--- src/design/assert_macros.svh ---
// ----------------------------------------------------------------------------
// assert_macros.svh
// assertion helpers shared by the price level queue modules
// ----------------------------------------------------------------------------
`ifndef ASSERT_MACROS_SVH
`define ASSERT_MACROS_SVH

// property must hold at every clock edge out of reset
`define PLQ_ASSERT(lbl, clk, rst_n, prop, msg) \
	lbl: assert property (@(posedge clk) disable iff (!rst_n) (prop)) else $error(msg);

// expression must never be true out of reset
`define PLQ_NEVER(lbl, clk, rst_n, expr, msg) \
	lbl: assert property (@(posedge clk) disable iff (!rst_n) !(expr)) else $error(msg);

`endif

--- src/design/plq_pkg.sv ---
// ----------------------------------------------------------------------------
// plq_pkg
// types and codes shared by the price level order queue controller and
// datapath
// ----------------------------------------------------------------------------
`default_nettype none

package plq_pkg;

	localparam int MODE_W     = 3;
	localparam int STATUS_W   = 2;
	localparam int SLOT_OUT_W = 5;
	localparam int CNT_OUT_W  = 6;
	localparam int VOL_W      = 37;

	typedef enum logic [MODE_W-1:0] {
		MODE_APPEND = 3'd0,
		MODE_POP    = 3'd1,
		MODE_REMOVE = 3'd2,
		MODE_TAKE   = 3'd3,
		MODE_PRUNE  = 3'd4
	} mode_t;

	typedef enum logic [STATUS_W-1:0] {
		ST_OK    = 2'd0,
		ST_EMPTY = 2'd1,
		ST_SLOT  = 2'd2,
		ST_TAKE  = 2'd3
	} status_t;

	typedef enum logic [1:0] {
		RD_SLOT = 2'd0,
		RD_HEAD = 2'd1,
		RD_CUR  = 2'd2
	} rd_sel_t;

	typedef enum logic [1:0] {
		RES_NONE  = 2'd0,
		RES_PLAIN = 2'd1,
		RES_LEFT  = 2'd2,
		RES_SUM   = 2'd3
	} res_kind_t;

	typedef struct packed {
		logic      in_load;
		logic      clr_step;
		logic      rd_en;
		rd_sel_t   rd_sel;
		logic      app_a;
		logic      app_b;
		logic      unlink;
		logic      take;
		logic      prune_step;
		logic      out_load;
		res_kind_t res_kind;
		status_t   res_code;
	} plq_cmd_t;

	typedef struct packed {
		logic [MODE_W-1:0] mode;
		logic              level_zero;
		logic              slot_ok;
		logic              rd_member;
		logic              rd_day;
		logic              take_over;
		logic              visit_done;
		logic              left_zero;
		logic              walk_done;
		logic              res_last;
		logic              out_free;
		logic              clr_done;
	} plq_sts_t;

endpackage

`default_nettype wire

--- src/design/plq_dp.sv ---
// ----------------------------------------------------------------------------
// plq_dp
// slot memories, list pointers, volume and count, result and output beat
// registers of the price level order queue
// ----------------------------------------------------------------------------
`default_nettype none
`include "assert_macros.svh"

module plq_dp #(
	parameter int ORDER_SLOTS   = 32,
	parameter int QUANTITY_BITS = 32
) (
	input  wire                                   clk,
	input  wire                                   arst_n,
	input  plq_pkg::plq_cmd_t                     cmd,
	output plq_pkg::plq_sts_t                     sts,
	input  wire [plq_pkg::MODE_W-1:0]             mode,
	input  wire [plq_pkg::SLOT_OUT_W-1:0]         order_slot,
	input  wire [QUANTITY_BITS-1:0]               quantity,
	input  wire                                   is_day,
	input  wire                                   out_ready,
	output logic                                  out_valid,
	output logic [plq_pkg::STATUS_W-1:0]          status,
	output logic [plq_pkg::SLOT_OUT_W-1:0]        order_slot_out,
	output logic [QUANTITY_BITS-1:0]              order_quantity,
	output logic [plq_pkg::VOL_W-1:0]             shares_erased,
	output logic [plq_pkg::VOL_W-1:0]             total_volume,
	output logic [plq_pkg::CNT_OUT_W-1:0]         order_count,
	output logic                                  level_empty,
	output logic [plq_pkg::SLOT_OUT_W-1:0]        front_slot,
	output logic [QUANTITY_BITS-1:0]              front_quantity,
	output logic                                  last
);

	localparam int SLOT_W = $clog2(ORDER_SLOTS);
	localparam int CNT_W  = $clog2(ORDER_SLOTS + 1);
	localparam int QW     = QUANTITY_BITS;
	localparam int VW     = plq_pkg::VOL_W;

	// slot memories
	logic [SLOT_W-1:0] next_mem   [ORDER_SLOTS];
	logic [SLOT_W-1:0] prev_mem   [ORDER_SLOTS];
	logic [QW-1:0]     qty_mem    [ORDER_SLOTS];
	logic              day_mem    [ORDER_SLOTS];
	logic              member_mem [ORDER_SLOTS];

	// latched input beat
	logic [plq_pkg::MODE_W-1:0] mode_q;
	logic [SLOT_W-1:0]          slot_q;
	logic                       slot_ok_q;
	logic [QW-1:0]              qty_in_q;
	logic                       day_q;

	// list state
	logic [SLOT_W-1:0] head_q;
	logic [SLOT_W-1:0] tail_q;
	logic [CNT_W-1:0]  count_q;
	logic [VW-1:0]     vol_q;
	logic [SLOT_W-1:0] clr_q;

	// read port
	logic [SLOT_W-1:0] rd_addr;
	logic [SLOT_W-1:0] rd_addr_q;
	logic [SLOT_W-1:0] rd_next_q;
	logic [SLOT_W-1:0] rd_prev_q;
	logic [QW-1:0]     rd_qty_q;
	logic              rd_day_q;
	logic              rd_member_q;

	// prune walk
	logic [SLOT_W-1:0] cur_q;
	logic [CNT_W-1:0]  left_q;
	logic              done_q;
	logic [VW-1:0]     erased_q;

	// pending result
	plq_pkg::status_t  res_status_q;
	logic [SLOT_W-1:0] res_slot_q;
	logic [QW-1:0]     res_qty_q;
	logic              res_last_q;
	logic              res_sum_q;

	// output beat
	logic                             out_valid_q;
	plq_pkg::status_t                 out_status_q;
	logic [plq_pkg::SLOT_OUT_W-1:0]   out_slot_q;
	logic [QW-1:0]                    out_qty_q;
	logic [VW-1:0]                    out_erased_q;
	logic [VW-1:0]                    out_vol_q;
	logic [plq_pkg::CNT_OUT_W-1:0]    out_count_q;
	logic                             out_empty_q;
	logic [plq_pkg::SLOT_OUT_W-1:0]   out_front_slot_q;
	logic [QW-1:0]                    out_front_qty_q;
	logic                             out_last_q;

	// write ports
	logic              next_we;
	logic [SLOT_W-1:0] next_wa;
	logic [SLOT_W-1:0] next_wd;
	logic              prev_we;
	logic [SLOT_W-1:0] prev_wa;
	logic [SLOT_W-1:0] prev_wd;
	logic              qty_we;
	logic [SLOT_W-1:0] qty_wa;
	logic [QW-1:0]     qty_wd;
	logic              day_we;
	logic              member_we;
	logic [SLOT_W-1:0] member_wa;
	logic              member_wd;

	logic ul_head;
	logic ul_tail;
	logic level_zero;
	logic out_free;

	assign ul_head    = (rd_addr_q == head_q);
	assign ul_tail    = (rd_addr_q == tail_q);
	assign level_zero = (count_q == '0);
	assign out_free   = !out_valid_q || out_ready;

	always_comb begin
		unique case (cmd.rd_sel)
			plq_pkg::RD_SLOT: rd_addr = slot_q;
			plq_pkg::RD_HEAD: rd_addr = head_q;
			plq_pkg::RD_CUR:  rd_addr = cur_q;
			default:          rd_addr = head_q;
		endcase
	end

	always_comb begin
		next_we   = 1'b0;
		next_wa   = tail_q;
		next_wd   = slot_q;
		prev_we   = 1'b0;
		prev_wa   = slot_q;
		prev_wd   = tail_q;
		qty_we    = 1'b0;
		qty_wa    = slot_q;
		qty_wd    = qty_in_q;
		day_we    = cmd.app_a;
		member_we = 1'b0;
		member_wa = slot_q;
		member_wd = 1'b0;
		priority if (cmd.clr_step) begin
			member_we = 1'b1;
			member_wa = clr_q;
		end else if (cmd.app_a) begin
			next_we   = !level_zero;
			prev_we   = 1'b1;
			qty_we    = 1'b1;
			member_we = 1'b1;
			member_wd = 1'b1;
		end else if (cmd.app_b) begin
			next_we = 1'b1;
			next_wa = slot_q;
			next_wd = '0;
		end else if (cmd.unlink) begin
			next_we   = !ul_head;
			next_wa   = rd_prev_q;
			next_wd   = rd_next_q;
			prev_we   = !ul_tail;
			prev_wa   = rd_next_q;
			prev_wd   = rd_prev_q;
			member_we = 1'b1;
			member_wa = rd_addr_q;
		end else if (cmd.take) begin
			qty_we = 1'b1;
			qty_wa = rd_addr_q;
			qty_wd = rd_qty_q - qty_in_q;
		end
	end

	always_ff @(posedge clk) begin
		if (next_we) begin
			next_mem[next_wa] <= next_wd;
		end
		if (cmd.rd_en) begin
			rd_next_q <= next_mem[rd_addr];
		end
	end

	always_ff @(posedge clk) begin
		if (prev_we) begin
			prev_mem[prev_wa] <= prev_wd;
		end
		if (cmd.rd_en) begin
			rd_prev_q <= prev_mem[rd_addr];
		end
	end

	always_ff @(posedge clk) begin
		if (qty_we) begin
			qty_mem[qty_wa] <= qty_wd;
		end
		if (cmd.rd_en) begin
			rd_qty_q <= qty_mem[rd_addr];
		end
	end

	always_ff @(posedge clk) begin
		if (day_we) begin
			day_mem[slot_q] <= day_q;
		end
		if (cmd.rd_en) begin
			rd_day_q <= day_mem[rd_addr];
		end
	end

	always_ff @(posedge clk) begin
		if (member_we) begin
			member_mem[member_wa] <= member_wd;
		end
		if (cmd.rd_en) begin
			rd_member_q <= member_mem[rd_addr];
			rd_addr_q   <= rd_addr;
		end
	end

	// list pointers, count and volume
	always_ff @(posedge clk or negedge arst_n) begin
		if (!arst_n) begin
			head_q  <= '0;
			tail_q  <= '0;
			count_q <= '0;
			vol_q   <= '0;
			clr_q   <= '0;
		end else begin
			if (cmd.clr_step) begin
				clr_q <= clr_q + 1'b1;
			end
			if (cmd.app_a) begin
				if (level_zero) begin
					head_q <= slot_q;
				end
				tail_q  <= slot_q;
				count_q <= count_q + 1'b1;
				vol_q   <= vol_q + VW'(qty_in_q);
			end
			if (cmd.unlink) begin
				if (count_q == CNT_W'(1)) begin
					head_q <= '0;
					tail_q <= '0;
				end else begin
					if (ul_head) begin
						head_q <= rd_next_q;
					end
					if (ul_tail) begin
						tail_q <= rd_prev_q;
					end
				end
				count_q <= count_q - 1'b1;
				vol_q   <= vol_q - VW'(rd_qty_q);
			end
			if (cmd.take) begin
				vol_q <= vol_q - VW'(qty_in_q);
			end
		end
	end

	// input latch, prune walk and pending result
	always_ff @(posedge clk) begin
		if (cmd.in_load) begin
			mode_q    <= mode;
			slot_q    <= SLOT_W'(order_slot);
			slot_ok_q <= (32'(order_slot) < 32'(ORDER_SLOTS));
			qty_in_q  <= quantity;
			day_q     <= is_day;
			cur_q     <= head_q;
			left_q    <= count_q;
			erased_q  <= '0;
		end
		if (cmd.prune_step) begin
			cur_q  <= rd_next_q;
			left_q <= left_q - 1'b1;
			done_q <= ul_tail || (left_q == CNT_W'(1));
			if (rd_day_q) begin
				erased_q <= erased_q + VW'(rd_qty_q);
			end
		end
		unique case (cmd.res_kind)
			plq_pkg::RES_NONE: begin
			end
			plq_pkg::RES_PLAIN: begin
				res_status_q <= cmd.res_code;
				res_slot_q   <= '0;
				res_qty_q    <= '0;
				res_last_q   <= 1'b1;
				res_sum_q    <= 1'b0;
			end
			plq_pkg::RES_LEFT: begin
				res_status_q <= plq_pkg::ST_OK;
				res_slot_q   <= rd_addr_q;
				res_qty_q    <= rd_qty_q;
				res_last_q   <= (mode_q != plq_pkg::MODE_PRUNE);
				res_sum_q    <= 1'b0;
			end
			plq_pkg::RES_SUM: begin
				res_status_q <= plq_pkg::ST_OK;
				res_slot_q   <= '0;
				res_qty_q    <= '0;
				res_last_q   <= 1'b1;
				res_sum_q    <= 1'b1;
			end
			default: begin
			end
		endcase
	end

	// output beat register
	always_ff @(posedge clk or negedge arst_n) begin
		if (!arst_n) begin
			out_valid_q <= 1'b0;
		end else if (cmd.out_load) begin
			out_valid_q <= 1'b1;
		end else if (out_ready) begin
			out_valid_q <= 1'b0;
		end
	end

	always_ff @(posedge clk) begin
		if (cmd.out_load) begin
			out_status_q     <= res_status_q;
			out_slot_q       <= plq_pkg::SLOT_OUT_W'(res_slot_q);
			out_qty_q        <= res_qty_q;
			out_erased_q     <= res_sum_q ? erased_q : '0;
			out_vol_q        <= vol_q;
			out_count_q      <= plq_pkg::CNT_OUT_W'(count_q);
			out_empty_q      <= level_zero;
			out_front_slot_q <= level_zero ? '0 : plq_pkg::SLOT_OUT_W'(head_q);
			out_front_qty_q  <= level_zero ? '0 : rd_qty_q;
			out_last_q       <= res_last_q;
		end
	end

	assign out_valid      = out_valid_q;
	assign status         = out_status_q;
	assign order_slot_out = out_slot_q;
	assign order_quantity = out_qty_q;
	assign shares_erased  = out_erased_q;
	assign total_volume   = out_vol_q;
	assign order_count    = out_count_q;
	assign level_empty    = out_empty_q;
	assign front_slot     = out_front_slot_q;
	assign front_quantity = out_front_qty_q;
	assign last           = out_last_q;

	assign sts.mode       = mode_q;
	assign sts.level_zero = level_zero;
	assign sts.slot_ok    = slot_ok_q;
	assign sts.rd_member  = rd_member_q;
	assign sts.rd_day     = rd_day_q;
	assign sts.take_over  = (qty_in_q > rd_qty_q);
	assign sts.visit_done = ul_tail || (left_q == CNT_W'(1));
	assign sts.left_zero  = (left_q == '0);
	assign sts.walk_done  = done_q;
	assign sts.res_last   = res_last_q;
	assign sts.out_free   = out_free;
	assign sts.clr_done   = (clr_q == SLOT_W'(ORDER_SLOTS - 1));

	`PLQ_ASSERT(a_count_bound, clk, arst_n, count_q <= CNT_W'(ORDER_SLOTS), "order count above slot count")
	`PLQ_ASSERT(a_empty_ptrs, clk, arst_n, level_zero |-> (head_q == '0 && tail_q == '0), "empty level with stale pointers")
	`PLQ_NEVER(a_unlink_empty, clk, arst_n, cmd.unlink && level_zero, "unlink on an empty level")

endmodule

`default_nettype wire

--- src/design/plq_ctrl.sv ---
// ----------------------------------------------------------------------------
// plq_ctrl
// sequencer of the price level order queue: clearing pass, per-mode
// memory read, decision, link update and result emission
// ----------------------------------------------------------------------------
`default_nettype none
`include "assert_macros.svh"

module plq_ctrl (
	input  wire               clk,
	input  wire               arst_n,
	input  wire               in_valid,
	output logic              in_ready,
	input  plq_pkg::plq_sts_t sts,
	output plq_pkg::plq_cmd_t cmd
);

	typedef enum logic [7:0] {
		S_CLEAR  = 8'b0000_0001,
		S_IDLE   = 8'b0000_0010,
		S_FETCH  = 8'b0000_0100,
		S_DECIDE = 8'b0000_1000,
		S_APP_B  = 8'b0001_0000,
		S_HEADRD = 8'b0010_0000,
		S_SUM    = 8'b0100_0000,
		S_EMIT   = 8'b1000_0000
	} state_t;

	state_t state_q;
	state_t state_d;

	always_ff @(posedge clk or negedge arst_n) begin
		if (!arst_n) begin
			state_q <= S_CLEAR;
		end else begin
			state_q <= state_d;
		end
	end

	always_comb begin
		state_d      = state_q;
		in_ready     = 1'b0;
		cmd          = '0;
		cmd.rd_sel   = plq_pkg::RD_HEAD;
		cmd.res_kind = plq_pkg::RES_NONE;
		cmd.res_code = plq_pkg::ST_OK;
		unique case (state_q)
			S_CLEAR: begin
				cmd.clr_step = 1'b1;
				if (sts.clr_done) begin
					state_d = S_IDLE;
				end
			end
			S_IDLE: begin
				in_ready = 1'b1;
				if (in_valid) begin
					cmd.in_load = 1'b1;
					state_d     = S_FETCH;
				end
			end
			S_FETCH: begin
				cmd.rd_en = 1'b1;
				unique case (sts.mode)
					plq_pkg::MODE_APPEND: cmd.rd_sel = plq_pkg::RD_SLOT;
					plq_pkg::MODE_REMOVE: cmd.rd_sel = plq_pkg::RD_SLOT;
					plq_pkg::MODE_PRUNE:  cmd.rd_sel = plq_pkg::RD_CUR;
					default:              cmd.rd_sel = plq_pkg::RD_HEAD;
				endcase
				state_d = S_DECIDE;
			end
			S_DECIDE: begin
				state_d      = S_HEADRD;
				cmd.res_kind = plq_pkg::RES_PLAIN;
				unique case (sts.mode)
					plq_pkg::MODE_APPEND: begin
						if (!sts.slot_ok || sts.rd_member) begin
							cmd.res_code = plq_pkg::ST_SLOT;
						end else begin
							cmd.app_a = 1'b1;
							state_d   = S_APP_B;
						end
					end
					plq_pkg::MODE_POP: begin
						if (sts.level_zero) begin
							cmd.res_code = plq_pkg::ST_EMPTY;
						end else begin
							cmd.unlink   = 1'b1;
							cmd.res_kind = plq_pkg::RES_LEFT;
						end
					end
					plq_pkg::MODE_REMOVE: begin
						priority if (sts.level_zero) begin
							cmd.res_code = plq_pkg::ST_EMPTY;
						end else if (!sts.slot_ok || !sts.rd_member) begin
							cmd.res_code = plq_pkg::ST_SLOT;
						end else begin
							cmd.unlink   = 1'b1;
							cmd.res_kind = plq_pkg::RES_LEFT;
						end
					end
					plq_pkg::MODE_TAKE: begin
						priority if (sts.level_zero) begin
							cmd.res_code = plq_pkg::ST_EMPTY;
						end else if (sts.take_over) begin
							cmd.res_code = plq_pkg::ST_TAKE;
						end else begin
							cmd.take = 1'b1;
						end
					end
					plq_pkg::MODE_PRUNE: begin
						if (sts.left_zero) begin
							cmd.res_kind = plq_pkg::RES_SUM;
						end else begin
							cmd.prune_step = 1'b1;
							priority if (sts.rd_day) begin
								cmd.unlink   = 1'b1;
								cmd.res_kind = plq_pkg::RES_LEFT;
							end else if (sts.visit_done) begin
								cmd.res_kind = plq_pkg::RES_SUM;
							end else begin
								cmd.res_kind = plq_pkg::RES_NONE;
								state_d      = S_FETCH;
							end
						end
					end
					default: begin
					end
				endcase
			end
			S_APP_B: begin
				cmd.app_b = 1'b1;
				state_d   = S_HEADRD;
			end
			S_HEADRD: begin
				cmd.rd_en  = 1'b1;
				cmd.rd_sel = plq_pkg::RD_HEAD;
				state_d    = S_EMIT;
			end
			S_SUM: begin
				cmd.res_kind = plq_pkg::RES_SUM;
				state_d      = S_HEADRD;
			end
			S_EMIT: begin
				if (sts.out_free) begin
					cmd.out_load = 1'b1;
					priority if (sts.res_last) begin
						state_d = S_IDLE;
					end else if (sts.walk_done) begin
						state_d = S_SUM;
					end else begin
						state_d = S_FETCH;
					end
				end
			end
			default: begin
				state_d = S_CLEAR;
			end
		endcase
	end

	`PLQ_ASSERT(a_load_free, clk, arst_n, cmd.out_load |-> sts.out_free, "beat loaded over a waiting beat")
	`PLQ_NEVER(a_write_clash, clk, arst_n, cmd.clr_step && (cmd.app_a || cmd.unlink || cmd.in_load), "list update during clearing pass")
	`PLQ_ASSERT(a_last_idle, clk, arst_n, (cmd.out_load && sts.res_last) |=> in_ready, "final beat not followed by idle")

endmodule

`default_nettype wire

--- src/design/price_level_order_queue_core.sv ---
// ----------------------------------------------------------------------------
// price_level_order_queue_core
// resting orders of one price level as a time-ordered doubly linked list
// over a fixed set of order slots, with volume and order count tracking
// ----------------------------------------------------------------------------
// After reset the block clears the membership bit of every slot and takes
// no beat until the clearing pass is done. Each input beat then runs alone
// through a sequencer around single-port slot memories with registered
// reads: append goes through fetch, decide, a second append step, head read
// and emit; pop, remove, take and an undefined mode skip the second step;
// prune repeats fetch and decide per order visited, with one result beat
// per removed day order and a summary beat at the end. A result waiting in
// the output register only stalls the sequencer when the next result is ready to go.
// ----------------------------------------------------------------------------
`default_nettype none

module price_level_order_queue_core #(
	parameter int ORDER_SLOTS   = 32,
	parameter int QUANTITY_BITS = 32
) (
	input  wire                                clk,
	input  wire                                arst_n,
	input  wire                                in_valid,
	output logic                               in_ready,
	input  wire [plq_pkg::MODE_W-1:0]          mode,
	input  wire [plq_pkg::SLOT_OUT_W-1:0]      order_slot,
	input  wire [QUANTITY_BITS-1:0]            quantity,
	input  wire                                is_day,
	output logic                               out_valid,
	input  wire                                out_ready,
	output logic [plq_pkg::STATUS_W-1:0]       status,
	output logic [plq_pkg::SLOT_OUT_W-1:0]     order_slot_out,
	output logic [QUANTITY_BITS-1:0]           order_quantity,
	output logic [plq_pkg::VOL_W-1:0]          shares_erased,
	output logic [plq_pkg::VOL_W-1:0]          total_volume,
	output logic [plq_pkg::CNT_OUT_W-1:0]      order_count,
	output logic                               level_empty,
	output logic [plq_pkg::SLOT_OUT_W-1:0]     front_slot,
	output logic [QUANTITY_BITS-1:0]           front_quantity,
	output logic                               last
);

	plq_pkg::plq_cmd_t cmd;
	plq_pkg::plq_sts_t sts;

	plq_ctrl u_ctrl (
		.clk      (clk),
		.arst_n   (arst_n),
		.in_valid (in_valid),
		.in_ready (in_ready),
		.sts      (sts),
		.cmd      (cmd)
	);

	plq_dp #(
		.ORDER_SLOTS   (ORDER_SLOTS),
		.QUANTITY_BITS (QUANTITY_BITS)
	) u_dp (
		.clk            (clk),
		.arst_n         (arst_n),
		.cmd            (cmd),
		.sts            (sts),
		.mode           (mode),
		.order_slot     (order_slot),
		.quantity       (quantity),
		.is_day         (is_day),
		.out_ready      (out_ready),
		.out_valid      (out_valid),
		.status         (status),
		.order_slot_out (order_slot_out),
		.order_quantity (order_quantity),
		.shares_erased  (shares_erased),
		.total_volume   (total_volume),
		.order_count    (order_count),
		.level_empty    (level_empty),
		.front_slot     (front_slot),
		.front_quantity (front_quantity),
		.last           (last)
	);

endmodule

`default_nettype wire
--- config.mk ---
export PLATFORM = sky130hd
export DESIGN_NAME = price_level_order_queue_core
export DESIGN_NICKNAME = d
export VERILOG_FILES = /design/src/design/plq_pkg.sv /design/src/design/plq_dp.sv /design/src/design/plq_ctrl.sv /design/src/design/price_level_order_queue_core.sv
export VERILOG_INCLUDE_DIRS = /design/src /design/src/design
export SDC_FILE = /design/constraint.sdc
export NUM_CORES = 2
export LEC_CHECK = 0
export BUFFER_PORTS_ARGS = -buffer_cell sky130_fd_sc_hd__buf_4
export CAP_MARGIN = 20
export CELL_PAD_IN_SITES_DETAIL_PLACEMENT = 1
export CELL_PAD_IN_SITES_GLOBAL_PLACEMENT = 1
export CORE_MARGIN = 2
export CORE_UTILIZATION = 49
export CTS_CLUSTER_DIAMETER = 120
export DETAILED_ROUTE_END_ITERATION = 10
export PLACE_DENSITY_LB_ADDON = 0.1
export SLEW_MARGIN = 10
export SYNTH_ARGS = -nofsm -noshare
export SYNTH_HDL_FRONTEND = slang
export SYNTH_HIERARCHICAL = 1
export SYNTH_SLANG_ARGS = --single-unit
export TNS_END_PERCENT = 100
--- constraint.sdc ---
create_clock -name clk -period 5.8 [get_ports clk]
set_input_delay 0.87 -clock clk [delete_from_list [all_inputs] [get_ports clk]]
set_output_delay 0.87 -clock clk [all_outputs]
set_load 0.01 [all_outputs]
==> flow_metrics.py <==
metrics = {
    "die": {
        "dieHeight_um": 400,
        "rows": 145,
        "fp.dieArea_um2": 160000,
        "ioPinCount": 205,
        "start_util_pct": 49.2,
        "die_w_um": 400,
        "core_area_um2": 156000,
    },
    "global_route": {
        "busiest_layer": "met2",
        "gr-usage-met1_pct": 37.6,
        "grt_max_degree": 90,
        "grt_pass1_wl_um": 311000,
        "grt.total_usage_pct": 26.6,
        "use_met2_pct": 43.5,
        "grt_antenna_before_repair": 12,
        "overflow": 0,
        "grt_pass1_vias": 46500,
        "grtUsageMet3_pct": 4.19,
    },
    "critical_path": {
        "critPathSlowestCell": "or4_4",
        "crit_buf_inv": 5,
        "cp_common_cell": "o211ai_1",
        "max_stage_delay_ns": 0.54,
        "crit_family": "compound AO/OA/AOI/OAI gates",
        "cp_data_required_time_ns": 6.46,
        "crit_path_max_fanout": 6,
        "path_class": "reg2reg",
        "crit_path_start_kind": "flip-flop",
        "worstSetupEndpointType": "flip-flop",
        "crit_arrival_ns": 6.68,
    },
    "route": {
        "drt_pass1_iterations": 5,
        "drt_iter0_markers": 4019,
        "ant_nets": 0,
        "totalWireLength_um": 212000,
        "wl_per_cell_um": 28.4,
        "drc": 0,
        "vias": 44400,
        "vias_per_cell": 5.94,
    },
    "min_path": {
        "min_path_type": "in2reg",
    },
    "timing": {
        "max_slew_margin_pct": 25.9,
        "rsz0062_at_grt": "yes",
        "setup_slack_ns": -0.227,
        "tns_ns": -1.28,
        "setup_viol": 13,
        "finalCriticalPeriod_ns": 6.03,
        "skew_ns": 0.0491,
        "tightestPinTransition_ns": 1.10,
        "fmax_ghz": 0.166,
        "min_period_over_period_pct": 104,
        "timing.hold.ws_ns": 0.224,
        "finalMaxSlewViolations": 0,
        "hold_violations": 0,
    },
    "synthesis": {
        "yosysSeqAreaShare_pct": 70.0,
        "synth_nets": 4825,
        "synth_cells": 4668,
        "avgSynthCellArea_um2": 16.4,
        "synth_flop_cell": "edfxtp_1",
        "yosys.area.top_type": "edfxtp_1",
        "synth_edf_count": 1709,
        "ys_async_sr_fraction_pct": 3.70,
        "synthesis.area_um2": 76700,
        "ys_warn_count": 6,
        "synthDistinctLibCells": 87,
        "synth-seq-cells": 1813,
        "netlist.area_leader.share_pct": 66.9,
        "synth.top_cells.by_area": "edfxtp_1 (67%), mux4_2 (10%), dfrtp_1 (2.2%)",
    },
    "run_status": {
        "status": "complete, but fails checks",
        "violations": "setup timing",
    },
    "clock_tree": {
        "cts_tree": "done",
        "clkTransAtPathRegs_ns": 0.06,
        "clkSinkCount": 1813,
        "root_buffer": "clkbuf_16",
        "htreeDepth": 4,
        "worstSkewPairLatency_ns": 0.83,
        "clock_path_buffers": 3,
        "cts_buffers": 187,
    },
    "run": {
        "max-cap-violations": 0,
    },
    "placed_design": {
        "gp_congestion": 0.900,
        "place_hpwl_um": 139000,
        "portBuffers": 204,
        "place_area_um2": 84400,
    },
    "final_layout": {
        "nNetsFinal": 5416,
        "finish.instance_area_um2": 91300,
        "area_growth_pct": 19.0,
        "layout-drive-gt1-share_pct": 27.8,
        "nFillCells": 14200,
    },
    "power": {
        "powerDensity_nw_per_um2": 332,
        "vdd_drop_max_uv": 310,
        "p_leak_nw": 32.0,
    },
}
-- layer usage --
metal	wire length (µm)	up-vias
li1	-	19500
met4	4970	6
met2	103000	1309
met3	12100	287
met5	41	-
met1	91400	23300
-- state kept, by name, indices dropped and copies added (netlist names), 37 cells and up --
signal / cells
u_dp/next_mem: 160
u_dp/vol_q: 37
u_dp/erased_q: 37
u_dp/prev_mem: 160
u_dp/shares_erased: 37
u_dp/qty_mem: 1024
u_dp/total_volume: 37
-- per-stage QoR --
step                      power [mW]  util (%)  instances  setup WS, ns
after floorplan                 17.5         -       4668       0.00703
after global placement          18.7      54.1       7081        -0.422
after detailed placement        18.8      54.1       7083        -0.645
after CTS                       30.4      58.2       7456        -0.302
after global routing            31.4      58.6       7469        -0.498
final                           30.4      58.6       7471        -0.227
-- cells by family (layout without fill, tap and decap cells) --
logic type	Yosys count	in the layout	synth area share [%]
AOI/OAI and AO/OA	670	670	5.36
muxes	561	561	13.2
DFF	1813	1813	70.0
xor gates and xnor gates	110	110	1.26
other	1	3	0.00489
buffers and inverters	319	1062	1.62
adders and majority gates	112	112	1.86
and+or+nand+nor	1082	1082	6.73
-- layout by cell type, fill, tap and decap left out, types with 42 or more instances in the layout --
cell type / netlist / layout
dfrtp_1: 66 / 66
mux2_2: 57 / 57
nand2_1: 250 / 248
xor2_1: 52 / 50
nor2b_1: 87 / 83
mux4_2: 352 / 352
inv_1: 71 / 69
edfxtp_1: 1709 / 1709
o21ai_0: 189 / 140
buf_12: 0 / 81
a21o_1: 57 / 57
and2_1: 43 / 42
clkbuf_1: 170 / 47
nor2_1: 379 / 342
ha_1: 109 / 101
xnor2_1: 58 / 53
mux2i_1: 152 / 152
clkbuf_16: 0 / 189
buf_4: 7 / 545
a21oi_1: 201 / 179
nand3_1: 97 / 94
-- power breakdown --
group	internal [mW]	switching, mW	total [mW]	leakage [nW]
sequential	14.6	0.280	14.9	16.9
combinational	1.65	2.24	3.89	12.3
clock	6.50	5.09	11.6	2.86
-- synthesized netlist by cell type, drive strengths merged (5+ instances only) --
| cell type | instances |
|---|---|
| a21oi | 201 |
| and3 | 16 |
| a41oi | 5 |
| and2 | 43 |
| nand4 | 22 |
| a22o | 6 |
| dfrtp | 66 |
| or3 | 28 |
| dfxtp | 37 |
| o211ai | 11 |
| nand3 | 98 |
| nand2b | 28 |
| nor2 | 380 |
| o31ai | 14 |
| ha | 109 |
| o22ai | 13 |
| or4 | 5 |
| or2 | 12 |
| mux2i | 152 |
| nor2b | 87 |
| mux4 | 352 |
| buf | 77 |
| a22oi | 15 |
| mux2 | 57 |
| inv | 72 |
| a221oi | 9 |
| a21o | 57 |
| and4 | 7 |
| o21a | 30 |
| xor2 | 52 |
| edfxtp | 1709 |
| nand2 | 250 |
| nor3 | 44 |
| nand3b | 36 |
| a31oi | 23 |
| nor4 | 12 |
| o21bai | 27 |
| o31a | 6 |
| o21ai | 193 |
| clkbuf | 170 |
| a211oi | 22 |
| xnor2 | 58 |
-- repair_timing --
| action | 4_1_cts | 5_1_grt |
|---|---|---|
| resized for setup | 46 | 84 |
| gates cloned | 1 | 1 |
| endpoints found under the setup margin | 24 | 60 |
| hold endpoints to repair | 0 | 13 |
| pin swaps | 12 | 71 |
| hold buffers | 0 | 1 |
| setup buffers | 31 | 15 |
-- area by class of cell --
class,count,area [µm²],share of cell area [%]
Antenna cell,2,5.00,0.00548
Timing Repair Buffer,649,6020,6.59
Clock inverter,103,1030,1.13
Sequential cell,1813,53700,58.9
Inverter,72,270,0.296
Tap cell,2058,2570,2.82
Clock buffer,238,4920,5.39
Multi-Input combinational cell,2536,22800,24.9
-- worst paths after layout --
kind / startpoint / end / slack, ns / cells after the start
worst max-delay path: u_dp/qty_in_q[0]$_DFFE_PP_ / u_dp/vol_q[35]$_DFFE_PN0P_ / -0.23 / 31
worst max register to register: u_dp/qty_in_q[0]$_DFFE_PP_ / u_dp/vol_q[35]$_DFFE_PN0P_ / -0.23 / 31
worst min-delay path: mode[0] / u_dp/mode_q[0]$_DFFE_PP_ / 0.22 / 1
max in group asynchronous: arst_n / u_dp/vol_q[21]$_DFFE_PN0P_ / 4.69 / 3
worst min register to register: u_dp/res_qty_q[6]$_SDFFCE_PP0P_ / u_dp/order_quantity[6]$_DFFE_PP_ / 0.41 / 0
min in group asynchronous: arst_n / u_ctrl/state_q[5]$_DFFE_PN0P_ / 0.47 / 2
(Power assumes the default switching activity.)
